===== src/rtl/ufpe_pkg.sv =====
`timescale 1ns / 1ps
// ----------------------------------------------------------------------------
// ufpe_pkg: shared types and constants
// Result codes, phases, character codes and the queue entry layout for the
// form parameter extractor.
// ----------------------------------------------------------------------------
package ufpe_pkg;

  // Default largest key length in characters
  localparam int KeyMaxDefault = 8;

  // Result queue depth: room for the three results one byte can raise
  localparam int QueueDepth = 4;
  localparam int QueueAw    = $clog2(QueueDepth);

  // Configuration register indexes
  localparam logic [1:0] CFG_KEY_TEXT   = 2'd0;
  localparam logic [1:0] CFG_KEY_LENGTH = 2'd1;
  localparam logic [1:0] CFG_MAX_LENGTH = 2'd2;

  // Character codes
  localparam logic [7:0] CH_NUL   = 8'h00;
  localparam logic [7:0] CH_EQ    = 8'h3D;
  localparam logic [7:0] CH_AMP   = 8'h26;
  localparam logic [7:0] CH_PLUS  = 8'h2B;
  localparam logic [7:0] CH_PCT   = 8'h25;
  localparam logic [7:0] CH_SPACE = 8'h20;
  localparam logic [7:0] CH_ZERO  = 8'h30;
  localparam logic [7:0] CH_NINE  = 8'h39;
  localparam logic [7:0] CH_LOWA  = 8'h61;
  localparam logic [7:0] CASE_BIT = 8'h20;
  localparam logic [7:0] HEX_TEN  = 8'd10;

  localparam logic [63:0] KEY_TEXT_RESET = 64'd1701667182; // "name"
  localparam logic [3:0]  KEY_LENGTH_RESET = 4'd4;
  localparam logic [7:0]  MAX_LENGTH_RESET = 8'd63;

  localparam logic [3:0] KEY_POS_SAT = 4'd15;

  typedef enum logic [1:0] {
    KIND_BYTE      = 2'd0,
    KIND_FOUND     = 2'd1,
    KIND_NOT_FOUND = 2'd2
  } kind_e;

  typedef enum logic [1:0] {
    PH_MATCH = 2'd0,
    PH_SKIP  = 2'd1,
    PH_VALUE = 2'd2,
    PH_DONE  = 2'd3
  } phase_e;

  typedef enum logic [1:0] {
    ESC_NONE = 2'd0,
    ESC_HIGH = 2'd1,
    ESC_LOW  = 2'd2,
    ESC_RSVD = 2'd3
  } esc_e;

  // One result as held in the queue
  typedef struct packed {
    kind_e      kind;
    logic [7:0] data;
    logic [7:0] len;
    logic       last;
  } res_t;

  // Results raised by one byte, in order
  typedef struct packed {
    logic [1:0]     n;
    res_t [2:0]     res;
  } push_t;

endpackage


===== src/rtl/ufpe_step.sv =====
`timescale 1ns / 1ps
// ----------------------------------------------------------------------------
// ufpe_step: per-byte decoder
// Holds the parse state and turns one registered byte into up to three
// results in a single pass.
// ----------------------------------------------------------------------------
module ufpe_step #(
  parameter int KEY_MAX = ufpe_pkg::KeyMaxDefault
) (
  input  logic              clk_i,
  input  logic              rst_ni,
  input  logic              adv_i,
  input  logic [7:0]        char_i,
  input  logic [63:0]       key_text_i,
  input  logic [3:0]        key_length_i,
  input  logic [7:0]        max_len_i,
  output ufpe_pkg::push_t   push_o
);

  typedef struct packed {
    ufpe_pkg::phase_e phase;
    logic [3:0]       key_pos;
    logic             mismatch;
    ufpe_pkg::esc_e   esc;
    logic [7:0]       held;
    logic [7:0]       count;
  } state_t;

  typedef struct packed {
    ufpe_pkg::phase_e   ph;
    logic [7:0]         cnt;
    logic [1:0]         n;
    ufpe_pkg::res_t [2:0] res;
  } acc_t;

  state_t st_q, st_d;
  acc_t   acc;
  logic [3:0] klen;
  logic [7:0] hex_hi;
  logic [7:0] hex_lo;
  logic [7:0] hex_b;

  function automatic acc_t put_f(acc_t a, ufpe_pkg::kind_e k, logic [7:0] b, logic [7:0] l);
    acc_t r;
    r = a;
    unique case (a.n)
      2'd0: r.res[0] = '{kind: k, data: b, len: l, last: 1'b0};
      2'd1: r.res[1] = '{kind: k, data: b, len: l, last: 1'b0};
      2'd2: r.res[2] = '{kind: k, data: b, len: l, last: 1'b0};
      default: ;
    endcase
    if (a.n != 2'd3) r.n = a.n + 2'd1;
    return r;
  endfunction

  function automatic acc_t found_f(acc_t a);
    acc_t r;
    r = put_f(a, ufpe_pkg::KIND_FOUND, 8'd0, a.cnt);
    r.ph = ufpe_pkg::PH_DONE;
    return r;
  endfunction

  function automatic acc_t emit_f(acc_t a, logic [7:0] b, logic [7:0] max);
    acc_t r;
    r = a;
    if (a.ph == ufpe_pkg::PH_VALUE) begin
      r = put_f(r, ufpe_pkg::KIND_BYTE, b, 8'd0);
      r.cnt = r.cnt + 8'd1;
      if (r.cnt >= max) r = found_f(r);
    end
    return r;
  endfunction

  function automatic logic [7:0] hex_f(logic [7:0] x);
    logic [7:0] v;
    if (x >= ufpe_pkg::CH_ZERO && x <= ufpe_pkg::CH_NINE) v = x - ufpe_pkg::CH_ZERO;
    else v = (x | ufpe_pkg::CASE_BIT) - ufpe_pkg::CH_LOWA + ufpe_pkg::HEX_TEN;
    return v;
  endfunction

  assign klen   = (key_length_i > 4'(KEY_MAX)) ? 4'(KEY_MAX) : key_length_i;
  assign hex_hi = hex_f(st_q.held);
  assign hex_lo = hex_f(char_i);
  // high digit keeps its low nibble only; low digit may spill over
  assign hex_b  = {hex_hi[3:0], 4'h0} | hex_lo;

  always_comb begin
    st_d = st_q;
    acc  = '{ph: st_q.phase, cnt: st_q.count, n: 2'd0, res: '0};

    if (char_i == ufpe_pkg::CH_NUL) begin
      unique case (st_q.phase)
        ufpe_pkg::PH_MATCH, ufpe_pkg::PH_SKIP: begin
          acc = put_f(acc, ufpe_pkg::KIND_NOT_FOUND, 8'd0, 8'd0);
        end
        ufpe_pkg::PH_VALUE: begin
          // cut escape: literal percent, then the held digit as plain data
          if (st_q.esc != ufpe_pkg::ESC_NONE) acc = emit_f(acc, ufpe_pkg::CH_PCT, max_len_i);
          if (st_q.esc == ufpe_pkg::ESC_LOW && acc.ph == ufpe_pkg::PH_VALUE) begin
            if (st_q.held == ufpe_pkg::CH_AMP) acc = found_f(acc);
            else if (st_q.held == ufpe_pkg::CH_PLUS)
              acc = emit_f(acc, ufpe_pkg::CH_SPACE, max_len_i);
            else acc = emit_f(acc, st_q.held, max_len_i);
          end
          if (acc.ph == ufpe_pkg::PH_VALUE) acc = found_f(acc);
        end
        ufpe_pkg::PH_DONE: ;
      endcase
      st_d = '{phase: ufpe_pkg::PH_MATCH, key_pos: 4'd0, mismatch: 1'b0,
               esc: ufpe_pkg::ESC_NONE, held: 8'd0, count: 8'd0};
    end else begin
      unique case (st_q.phase)
        ufpe_pkg::PH_MATCH: begin
          if (char_i == ufpe_pkg::CH_EQ) begin
            if (!st_q.mismatch && st_q.key_pos == klen) begin
              acc.ph   = ufpe_pkg::PH_VALUE;
              acc.cnt  = 8'd0;
              st_d.esc = ufpe_pkg::ESC_NONE;
              if (max_len_i == 8'd0) acc = found_f(acc);
            end else begin
              acc.ph = ufpe_pkg::PH_SKIP;
            end
          end else if (char_i == ufpe_pkg::CH_AMP) begin
            st_d.key_pos  = 4'd0;
            st_d.mismatch = 1'b0;
          end else begin
            if (st_q.key_pos >= klen ||
                key_text_i[{st_q.key_pos[2:0], 3'b000} +: 8] != char_i)
              st_d.mismatch = 1'b1;
            if (st_q.key_pos < ufpe_pkg::KEY_POS_SAT) st_d.key_pos = st_q.key_pos + 4'd1;
          end
        end
        ufpe_pkg::PH_SKIP: begin
          if (char_i == ufpe_pkg::CH_AMP) begin
            acc.ph        = ufpe_pkg::PH_MATCH;
            st_d.key_pos  = 4'd0;
            st_d.mismatch = 1'b0;
          end
        end
        ufpe_pkg::PH_VALUE: begin
          unique case (st_q.esc)
            ufpe_pkg::ESC_HIGH: begin
              st_d.held = char_i;
              st_d.esc  = ufpe_pkg::ESC_LOW;
            end
            ufpe_pkg::ESC_LOW: begin
              st_d.esc = ufpe_pkg::ESC_NONE;
              acc = emit_f(acc, hex_b, max_len_i);
            end
            ufpe_pkg::ESC_NONE, ufpe_pkg::ESC_RSVD: begin
              if (char_i == ufpe_pkg::CH_AMP) acc = found_f(acc);
              else if (char_i == ufpe_pkg::CH_PLUS)
                acc = emit_f(acc, ufpe_pkg::CH_SPACE, max_len_i);
              else if (char_i == ufpe_pkg::CH_PCT) st_d.esc = ufpe_pkg::ESC_HIGH;
              else acc = emit_f(acc, char_i, max_len_i);
            end
          endcase
        end
        ufpe_pkg::PH_DONE: ;
      endcase
      st_d.phase = acc.ph;
      st_d.count = acc.cnt;
      if (acc.ph == ufpe_pkg::PH_DONE) st_d.esc = ufpe_pkg::ESC_NONE;
    end

    // flag the final result of this byte
    unique case (acc.n)
      2'd1: acc.res[0].last = 1'b1;
      2'd2: acc.res[1].last = 1'b1;
      2'd3: acc.res[2].last = 1'b1;
      default: ;
    endcase
  end

  assign push_o = '{n: adv_i ? acc.n : 2'd0, res: acc.res};

  always_ff @(posedge clk_i or negedge rst_ni) begin
    if (!rst_ni) begin
      st_q <= '{phase: ufpe_pkg::PH_MATCH, key_pos: 4'd0, mismatch: 1'b0,
                esc: ufpe_pkg::ESC_NONE, held: 8'd0, count: 8'd0};
    end else if (adv_i) begin
      st_q <= st_d;
    end
  end

endmodule


===== src/rtl/ufpe_queue.sv =====
`timescale 1ns / 1ps
// ----------------------------------------------------------------------------
// ufpe_queue: result queue
// Takes up to three results a cycle, hands one out per output request.
// ----------------------------------------------------------------------------
module ufpe_queue (
  input  logic                 clk_i,
  input  logic                 rst_ni,
  input  ufpe_pkg::push_t      push_i,
  input  logic                 pop_i,
  output ufpe_pkg::res_t       head_o,
  output logic                 valid_o,
  output logic                 room_o
);

  localparam int Aw = ufpe_pkg::QueueAw;

  ufpe_pkg::res_t [ufpe_pkg::QueueDepth-1:0] mem_q;
  logic [Aw-1:0] wp_q, wp_d, rp_q, rp_d;
  logic [Aw:0]   cnt_q, cnt_d;
  logic          pop;

  assign valid_o = (cnt_q != '0);
  assign pop     = pop_i && valid_o;
  assign head_o  = mem_q[rp_q];
  // room for a full burst of three
  assign room_o  = (cnt_q <= (Aw+1)'(ufpe_pkg::QueueDepth - 3));

  assign wp_d  = wp_q + Aw'(push_i.n);
  assign rp_d  = rp_q + Aw'(pop);
  assign cnt_d = cnt_q + (Aw+1)'(push_i.n) - (Aw+1)'(pop);

  always_ff @(posedge clk_i) begin
    for (int i = 0; i < 3; i++) begin
      if (i < int'(push_i.n)) mem_q[wp_q + Aw'(i)] <= push_i.res[i];
    end
  end

  always_ff @(posedge clk_i or negedge rst_ni) begin
    if (!rst_ni) begin
      wp_q  <= '0;
      rp_q  <= '0;
      cnt_q <= '0;
    end else begin
      wp_q  <= wp_d;
      rp_q  <= rp_d;
      cnt_q <= cnt_d;
    end
  end

endmodule


===== src/rtl/url_form_param_extractor.sv =====
`timescale 1ns / 1ps
// ----------------------------------------------------------------------------
// url_form_param_extractor: query string parameter finder and decoder
// Scans a form-encoded string byte by byte, finds the configured key and
// streams its percent/plus decoded value, then a found or not-found result.
// ----------------------------------------------------------------------------
//
//  channel  | handshake               | payload
//  ---------+-------------------------+------------------------------------
//  input    | in_valid_i / in_ready_o | char_in_i
//  output   | out_valid_o/out_ready_i | kind_o, out_byte_o, value_length_o,
//           |                         | last_of_run_o
//  config   | cfg_we_i (no wait)      | cfg_idx_i, cfg_wdata_i
//
// A request is registered on entry and decoded in one pass when the queue
// has room, its results landing in a four-entry queue; out_valid_o rises
// once the queue registers a result. One byte per cycle while each byte
// raises one result at most and the output keeps up; decode, and so input,
// waits while the queue holds two or more results. Ready is registered only.
// Reset clears parse state and queue, restores key "name", length 4, cap 63.
// ----------------------------------------------------------------------------
module url_form_param_extractor #(
  parameter int KEY_MAX = ufpe_pkg::KeyMaxDefault
) (
  input  logic        clk_i,
  input  logic        rst_ni,
  // input bytes
  input  logic        in_valid_i,
  output logic        in_ready_o,
  input  logic [7:0]  char_in_i,
  // results
  output logic        out_valid_o,
  input  logic        out_ready_i,
  output logic [1:0]  kind_o,
  output logic [7:0]  out_byte_o,
  output logic [7:0]  value_length_o,
  output logic        last_of_run_o,
  // configuration
  input  logic        cfg_we_i,
  input  logic [1:0]  cfg_idx_i,
  input  logic [63:0] cfg_wdata_i
);

  // configuration registers
  logic [63:0] key_text_q;
  logic [3:0]  key_len_q;
  logic [7:0]  max_len_q;

  // input stage
  logic        in_vld_q;
  logic [7:0]  char_q;
  logic        adv;
  logic        room;

  ufpe_pkg::push_t push;
  ufpe_pkg::res_t  head;

  always_ff @(posedge clk_i or negedge rst_ni) begin
    if (!rst_ni) begin
      key_text_q <= ufpe_pkg::KEY_TEXT_RESET;
      key_len_q  <= ufpe_pkg::KEY_LENGTH_RESET;
      max_len_q  <= ufpe_pkg::MAX_LENGTH_RESET;
    end else if (cfg_we_i) begin
      unique case (cfg_idx_i)
        ufpe_pkg::CFG_KEY_TEXT:   key_text_q <= cfg_wdata_i;
        ufpe_pkg::CFG_KEY_LENGTH: key_len_q  <= cfg_wdata_i[3:0];
        ufpe_pkg::CFG_MAX_LENGTH: max_len_q  <= cfg_wdata_i[7:0];
        default: ;
      endcase
    end
  end

  // decode fires when a byte is held and the queue can take a full burst
  assign adv        = in_vld_q && room;
  assign in_ready_o = !in_vld_q || adv;

  always_ff @(posedge clk_i or negedge rst_ni) begin
    if (!rst_ni) begin
      in_vld_q <= 1'b0;
    end else if (in_ready_o) begin
      in_vld_q <= in_valid_i;
    end
  end

  always_ff @(posedge clk_i) begin
    if (in_ready_o && in_valid_i) char_q <= char_in_i;
  end

  ufpe_step #(
    .KEY_MAX (KEY_MAX)
  ) u_step (
    .clk_i        (clk_i),
    .rst_ni       (rst_ni),
    .adv_i        (adv),
    .char_i       (char_q),
    .key_text_i   (key_text_q),
    .key_length_i (key_len_q),
    .max_len_i    (max_len_q),
    .push_o       (push)
  );

  ufpe_queue u_queue (
    .clk_i   (clk_i),
    .rst_ni  (rst_ni),
    .push_i  (push),
    .pop_i   (out_ready_i),
    .head_o  (head),
    .valid_o (out_valid_o),
    .room_o  (room)
  );

  assign kind_o         = head.kind;
  assign out_byte_o     = head.data;
  assign value_length_o = head.len;
  assign last_of_run_o  = head.last;

endmodule

===== config.mk =====
export PLATFORM = sky130hd
export DESIGN_NAME = url_form_param_extractor
export DESIGN_NICKNAME = d
export VERILOG_FILES = /design/src/rtl/ufpe_pkg.sv /design/src/rtl/ufpe_step.sv /design/src/rtl/ufpe_queue.sv /design/src/rtl/url_form_param_extractor.sv
export SDC_FILE = /design/constraint.sdc
export NUM_CORES = 1
export LEC_CHECK = 0
export BUFFER_PORTS_ARGS = -buffer_cell sky130_fd_sc_hd__buf_2
export CAP_MARGIN = 20
export CORE_AREA = 2 2 165 167
export CTS_BUF_LIST = sky130_fd_sc_hd__clkbuf_4 sky130_fd_sc_hd__clkbuf_8
export DETAILED_ROUTE_END_ITERATION = 8
export DIE_AREA = 0 0 167 169
export PLACE_DENSITY_LB_ADDON = 0.1
export SLEW_MARGIN = 15
export SYNTH_ARGS = -nofsm -noshare
export SYNTH_HDL_FRONTEND = slang
export SYNTH_HIERARCHICAL = 1
export SYNTH_SLANG_ARGS = --single-unit

===== constraint.sdc =====
create_clock -name clk_i -period 8.7 [get_ports clk_i]
set_input_delay 0 -clock clk_i [delete_from_list [all_inputs] [get_ports clk_i]]
set_output_delay 0 -clock clk_i [all_outputs]
set_load 0.01 [all_outputs]

==> results of run 1 <==
-- critical path, delay by kind of cell, from the launching register on --
family / cells / cell delay (ns)
compound gates: 8 / 2.81
xor+xnor: 1 / 0.25
fa+ha+maj: 4 / 1.12
buf+inv: 5 / 1.08
flops: 1 / 0.42
simple gates: 4 / 1.45
-- synthesized netlist by cell type, types with 31 or more instances --
library cell and instances:
sky130_fd_sc_hd__buf_2 31, sky130_fd_sc_hd__dfxtp_1 76, sky130_fd_sc_hd__nor2_1 76, sky130_fd_sc_hd__o32ai_1 58
sky130_fd_sc_hd__mux2_4 61, sky130_fd_sc_hd__o22ai_1 42, sky130_fd_sc_hd__o21ai_0 58, sky130_fd_sc_hd__clkbuf_1 43
sky130_fd_sc_hd__a21oi_1 79, sky130_fd_sc_hd__nand2_1 65, sky130_fd_sc_hd__mux4_2 35, sky130_fd_sc_hd__inv_1 57
sky130_fd_sc_hd__ha_1 45, sky130_fd_sc_hd__dfrtp_1 85
-- power by group --
part	switching [mW]	total, mW	leakage (nW)	internal (mW)
sequential	0.134	1.19	1.98	1.06
clock	0.400	0.623	0.210	0.223
combinational	0.403	0.852	3.63	0.449
total	0.938	2.67	5.82	1.73
-- metal layers --
metal,GRT usage,vias up,part of all wire
li1,-,5123,-
met1,0.344,5308,0.43
met2,0.447,386,0.48
met3,0.0447,73,0.055
met4,0.0975,0,0.031
met5,0,-,0
-- per-stage QoR --
stage / hold WS (ns) / instances / util / total power, mW
5_1_grt: 0.0420 / 1750 / 0.556 / 2.82
2_1_floorplan: -0.296 / 1293 / - / 1.81
6_report: 0.0337 / 1750 / 0.556 / 2.67
3_5_place_dp: 0.0497 / 1642 / 0.511 / 2.04
3_3_place_gp: 0.0422 / 1641 / 0.511 / 2.02
4_1_cts: 0.0175 / 1749 / 0.555 / 2.69
-- cells by family after synthesis --
kind of cell / synth area share
xor+xnor: 0.0285
other cells: 0.000286
compound gates: 0.241
mux: 0.159
buf+inv: 0.0677
fa+ha+maj: 0.0445
simple gates: 0.114
flops: 0.345
-- flip-flops by register name, indices dropped and copies added (netlist names) --
register,flops
u_step/st_q,25
max_len_q,8
char_q,8
u_queue/mem_q,76
u_queue/rp_q,2
key_text_q,64
u_queue/wp_q,2
key_len_q,4
in_vld_q,1
u_queue/cnt_q,3
-- worst min-delay path by stage --
stage	end	slack [ns]	cells past startpoint
after global routing	key_len_q[3]	0.04	3
after floorplan	in_vld_q	-0.30	0
after detailed placement	key_text_q[31]	0.05	1
final	key_text_q[23]	0.03	2
after global placement	key_text_q[23]	0.04	1
after CTS	key_len_q[3]	0.02	3
-- final cells by class --
type	instances	share of cell area
Multi-Input combinational cell	932	0.525
Sequential cell	193	0.307
Inverter	59	0.0150
Timing Repair Buffer	193	0.0952
Clock inverter	15	0.0127
Tap cell	341	0.0290
Clock buffer	17	0.0159
==> qor.json, run 1 <==
{
  "max-slew-margin-rel": 0.246,
  "worst_ep_required_time_ns": 9.12,
  "layout.cells.most_common_list": "sky130_fd_sc_hd__buf_2, sky130_fd_sc_hd__dfrtp_1, sky130_fd_sc_hd__a21oi_1",
  "max_stage_delay_ns": 0.91,
  "via_count_of_the_first_global_routing_pass": 10900,
  "timing.final.crit_period_ns": 7.21,
  "floorplan.rows": 60,
  "drt_iter0_drc": 910,
  "synth.yosys.warnings": 6,
  "synth_top_area_cell": "sky130_fd_sc_hd__dfrtp_1",
  "yosysTopAreaCellShare": 0.162,
  "netlist_instances": 1284,
  "finish.instance_area_um2": 14700,
  "die_w_um": 167,
  "grt_pass1_wl_um": 60100,
  "leakagePower_nw": 5.82,
  "timing.clock.skew_ns": 0.0338,
  "critPathKind": "flop to flop",
  "antenna_left": 0,
  "portBuffers": 99,
  "num_vias": 10900,
  "power_density_nw_per_um2": 181,
  "synth.ff_latch_count": 193,
  "r2r_start": "u_step/st_q[16]",
  "chipHeight_um": 169,
  "tightest_slew_ns": 1.13,
  "route.detailed.drc": 0,
  "layout.nets": 1521,
  "report.final.hold_viol_count": 0,
  "cts_buffers": 17,
  "buffers_inserted_during_post_cts_setup_optimization": 0,
  "number_of_antenna_violations_at_the_first_check_in_global_routing": 0,
  "hold_path_class": "input port to async pin",
  "post_synthesis_cell_area_um2": 13100,
  "worst-path-max-fanout": 31,
  "run_status": "completed",
  "timing.final.max_slew_violations": 0,
  "setup_slack_ns": 1.49,
  "timing.critical_path.to": "u_queue/mem_q[33]",
  "drtPass1Iterations": 5,
  "clk_pin_slew_ns": 0.13,
  "critPathMostFrequentCell": "sky130_fd_sc_hd__ha_1",
  "worstSkewPairLatency_ns": 0.49,
  "sum_of_routed_wire_length_over_all_layers_um": 37300,
  "timing.critical_path.cells": "inv_1 > ha_1 > buf_4 > clkinv_1 > ha_1 > inv_1 > ha_1 > or3b_1 > a21oi_4 > xor2_2 > inv_1 > ha_1 > nand2_1 > o21ai_0 > a21oi_1 > a31oi_2 > a32oi_1 > and2_1 > nor2_4 > a221oi_4 > o22ai_1 > a21oi_1",
  "critPathSlowestCell": "sky130_fd_sc_hd__a221oi_4",
  "cts_num_sinks": 193,
  "setup_viol": 0,
  "critical_path.reg2reg.endpoint": "u_queue/mem_q[33]",
  "areaGrowthSynthToFinish_pct": 12.5,
  "routed_wire_length_per_instance_um": 21.3,
  "floorplan.die_area_um2": 28200,
  "worst_r2r_path_depth": 22,
  "post-route-period-util": 0.829,
  "insertedDiodeCount": 0,
  "critical_path.startpoint": "u_step/st_q[16]",
  "final_layout_size_suffix_gt1_frac": 0.236,
  "detailedPlace.worstSlack_ns": 1.65,
  "final.fill_count": 2359,
  "ff_latch_area_um2": 4520,
  "most_used_flip_flop_cell_after_synthesis": "sky130_fd_sc_hd__dfrtp_1",
  "track_usage": 0.265,
  "synthesis.area_per_instance_um2": 10.2,
  "cts_resized": 0,
  "tritoncts": "yes",
  "layout.cells.most_common": "sky130_fd_sc_hd__buf_2",
  "place_congestion": 0.915,
  "reg2reg_slack_ns": 1.49,
  "drv.max_cap_violation_count": 0,
  "synth_seq_area_share": 0.345,
  "clock_tree.root_cell": "sky130_fd_sc_hd__clkbuf_8",
  "setup_tns_ns": 0,
  "grt_overflow_total": 0,
  "endpoint_kind": "flop",
  "viasPerCell": 6.22,
  "startpoint_type": "flop",
  "grt_setup_unrepaired": "false",
  "cts-root-to-sink-buffers": 2,
  "grt_start_max_net_pins": 108,
  "core_area_um2": 26500,
  "cts_hold_buffers": 75,
  "synth_edf_count": 8,
  "cp.arrival_ns": 7.63,
  "asyncSetResetFlopFracSynth": 0.565,
  "multi_input_area_um2": 7740,
  "floorplan.io_pins": 100,
  "dp_hpwl_um": 24600,
  "fmax_mhz": 139,
  "maximum_vdd_drop_v": 0.000168,
  "synth_top_cells_by_area": "sky130_fd_sc_hd__dfrtp_1, sky130_fd_sc_hd__dfxtp_1, sky130_fd_sc_hd__mux2_4",
  "initial_utilization": 0.494,
  "netlist-cell-type-count": 102,
  "htree_levels": 4,
  "placed_cell_area_um2": 13500
}
Note: power is estimated with default switching activity, not from simulation.
==> run 2, diff against run 1 <==
Settings changed: ABC_AREA set to 1, CORE_AREA 2 2 165 167 to 2 2 171 173, DIE_AREA 0 0 167 169 to 0 0 173 175.
Clock period 8.7 ns to 7.35 ns, I/O delays scaled along.
==> run 2 against run 1 <==
  * Sequential share of layout area shrank 2.1 points
  * Critical path depth grew 10
  * Critical endpoint is now u_queue/mem_q[22]
  * Largest cell class unchanged
  * Combinational power grew 53%
  * Global-route usage grew 2.7 points
  * Clock power grew 23%
  * Utilization grew 0.15 points
  * Via count grew 34%
  * Hold slack lost 0.0042 ns
  * Clock skew shrank 0.0068 ns
  * Wire length grew 19%
  * Die area grew 7.3%
  * Setup slack lost 0.64 ns
==> qor.json, run 2 <==
{
  "run_status": "completed",
  "cts_resized": 0,
  "portBuffers": 99,
  "asyncSetResetFlopFracSynth": 0.565,
  "buffers_inserted_during_post_cts_setup_optimization": 0,
  "reg2reg_slack_ns": 0.84,
  "cts_num_sinks": 193,
  "multi_input_area_um2": 8180,
  "drv.max_cap_violation_count": 0,
  "synth.yosys.warnings": 6,
  "endpoint_kind": "flop",
  "yosysTopAreaCellShare": 0.193,
  "place_congestion": 0.952,
  "via_count_of_the_first_global_routing_pass": 13800,
  "routed_wire_length_per_instance_um": 16.6,
  "most_used_flip_flop_cell_after_synthesis": "sky130_fd_sc_hd__dfrtp_1",
  "timing.final.max_slew_violations": 0,
  "finish.instance_area_um2": 15800,
  "cts_hold_buffers": 91,
  "number_of_antenna_violations_at_the_first_check_in_global_routing": 0,
  "tightest_slew_ns": 0.916,
  "critPathSlowestCell": "sky130_fd_sc_hd__buf_4",
  "grt_start_max_net_pins": 72,
  "post_synthesis_cell_area_um2": 14000,
  "final_layout_size_suffix_gt1_frac": 0.121,
  "route.detailed.drc": 0,
  "worst_r2r_path_depth": 32,
  "timing.clock.skew_ns": 0.0270,
  "dp_hpwl_um": 30000,
  "die_w_um": 173,
  "critPathKind": "flop to flop",
  "grt_pass1_wl_um": 72300,
  "floorplan.die_area_um2": 30300,
  "grt_setup_unrepaired": "false",
  "htree_levels": 4,
  "areaGrowthSynthToFinish_pct": 13.4,
  "cts-root-to-sink-buffers": 2,
  "critical_path.reg2reg.endpoint": "u_queue/mem_q[22]",
  "tritoncts": "yes",
  "initial_utilization": 0.492,
  "insertedDiodeCount": 0,
  "critPathMostFrequentCell": "sky130_fd_sc_hd__nand3_1",
  "cts_buffers": 17,
  "setup_viol": 0,
  "registers.top_by_ff_count": "u_queue/mem_q",
  "netlist_instances": 2150,
  "yosysMostFrequentCell": "sky130_fd_sc_hd__nand2_1",
  "floorplan.io_pins": 100,
  "synthesis.area_per_instance_um2": 6.49,
  "drt_iter0_drc": 1135,
  "r2r_start": "u_step/st_q[16]",
  "floorplan.rows": 62,
  "seqPwrFrac": 0.389,
  "layout.cells.most_common": "sky130_fd_sc_hd__nand2_1",
  "leakagePower_nw": 8.12,
  "setup_tns_ns": 0,
  "report.final.hold_viol_count": 0,
  "max-slew-margin-rel": 0.388,
  "timing.final.crit_period_ns": 6.51,
  "top_regs": "u_queue/mem_q x76, key_text_q x64, u_step/st_q x25",
  "antenna_left": 0,
  "sum_of_routed_wire_length_over_all_layers_um": 44300,
  "core_area_um2": 28400,
  "netlist-cell-type-count": 55,
  "maximum_vdd_drop_v": 0.000135,
  "num_vias": 14600,
  "chipHeight_um": 175,
  "synth.ff_latch_count": 193,
  "power_report.internal_total_mw": 1.92,
  "clock_tree.root_cell": "sky130_fd_sc_hd__clkbuf_8",
  "viasPerCell": 5.46,
  "power_frac_comb": 0.385,
  "synth_seq_area_share": 0.324,
  "final.fill_count": 2819,
  "power.clock.fraction": 0.226,
  "layout.nets": 2398,
  "placed_cell_area_um2": 14500,
  "grt_overflow_total": 0,
  "worstSkewPairLatency_ns": 0.49,
  "synth_edf_count": 8,
  "track_usage": 0.292,
  "number_of_flip_flops_under_the_largest_register_name": 76,
  "clk_pin_slew_ns": 0.13,
  "layout.cells.most_common_list": "sky130_fd_sc_hd__nand2_1, sky130_fd_sc_hd__nand3_1, sky130_fd_sc_hd__nor2_1",
  "power.switching_mw": 1.46,
  "startpoint_type": "flop",
  "ff_latch_area_um2": 4520,
  "synth_top_area_cell": "sky130_fd_sc_hd__nand2_1",
  "fmax_mhz": 154,
  "worst_ep_required_time_ns": 7.78,
  "drtPass1Iterations": 5,
  "synth_commonest_cells": "sky130_fd_sc_hd__nand2_1, sky130_fd_sc_hd__nor2_1, sky130_fd_sc_hd__nand3_1",
  "worst-path-max-fanout": 71,
  "netSwitchingFraction": 0.432,
  "max_stage_delay_ns": 0.66,
  "hold_path_class": "input port to async pin",
  "synth_top_cells_by_area": "sky130_fd_sc_hd__nand2_1, sky130_fd_sc_hd__dfrtp_1, sky130_fd_sc_hd__dfxtp_1",
  "post-route-period-util": 0.885,
  "power_density_nw_per_um2": 214,
  "cp.arrival_ns": 6.94
}
[run 2: layout make-up]
class / count / area share
Inverter: 156 / 0.0370
Clock buffer: 17 / 0.0148
Clock inverter: 15 / 0.0126
Timing Repair Buffer: 216 / 0.103
Sequential cell: 193 / 0.286
Multi-Input combinational cell: 1689 / 0.517
Tap cell: 384 / 0.0304
[run 2: how the worst max path moves through the flow]
stage	start	endpoint	slack, ns	cells past startpoint
2_1_floorplan	u_step/st_q[16]	u_queue/cnt_q[2]	2.52	33
3_3_place_gp	u_step/st_q[16]	u_queue/mem_q[22]	1.14	32
3_5_place_dp	u_step/st_q[16]	u_queue/mem_q[61]	0.98	32
4_1_cts	u_step/st_q[16]	u_queue/mem_q[61]	0.93	32
5_1_grt	u_step/st_q[16]	u_queue/mem_q[61]	0.22	32
6_report	u_step/st_q[16]	u_queue/mem_q[22]	0.84	32
[run 2: layer usage]
layer / global-route usage / vias up / routed length, µm
li1: - / 7197 / -
met1: 0.378 / 6806 / 19200
met2: 0.513 / 504 / 21800
met3: 0.0318 / 82 / 2320
met4: 0.0922 / 0 / 983
met5: 0 / - / 0
[run 2: metrics by stage]
step           total power [mW]   util  std cells  hold WS [ns]  worst slack, ns
2_1_floorplan              2.18      -       2159        -0.296             2.52
3_3_place_gp               2.57  0.510       2547        0.0365             1.14
3_5_place_dp               2.59  0.510       2547        0.0361            0.976
4_1_cts                    3.39  0.558       2670        0.0296            0.933
5_1_grt                    3.61  0.558       2670        0.0589            0.225
6_report                   3.39  0.558       2670        0.0294            0.842
[run 2: power by group through the flow]
stage                     Clock, mW  Combinational (mW)  Sequential, mW
final                         0.765                1.30            1.32
after global routing          0.823                1.45            1.34
after CTS                     0.782                1.29            1.32
after detailed placement          0                1.25            1.34
after global placement            0                1.24            1.34
after floorplan                   0               0.881            1.30
[run 2: worst max-delay path, delay by kind of cell, from the launching register on]
| family | cells | cell delay (ns) |
|---|---|---|
| fa+ha+maj | 3 | 1.20 |
| compound gates | 3 | 0.46 |
| simple gates | 21 | 2.87 |
| flops | 1 | 0.41 |
| buf+inv | 5 | 1.43 |
[run 2: cell families after synthesis]
family / count (synthesis) / share of synthesized area
multiplexers: 1 / 0.000717
XOR/XNOR: 14 / 0.00878
AO/OA/AOI/OAI: 213 / 0.0880
other: 1 / 0.000269
buffers and inverters: 277 / 0.0932
AND/OR/NAND/NOR: 1405 / 0.444
flip-flops: 193 / 0.324
adder cells (fa/ha/maj): 46 / 0.0418
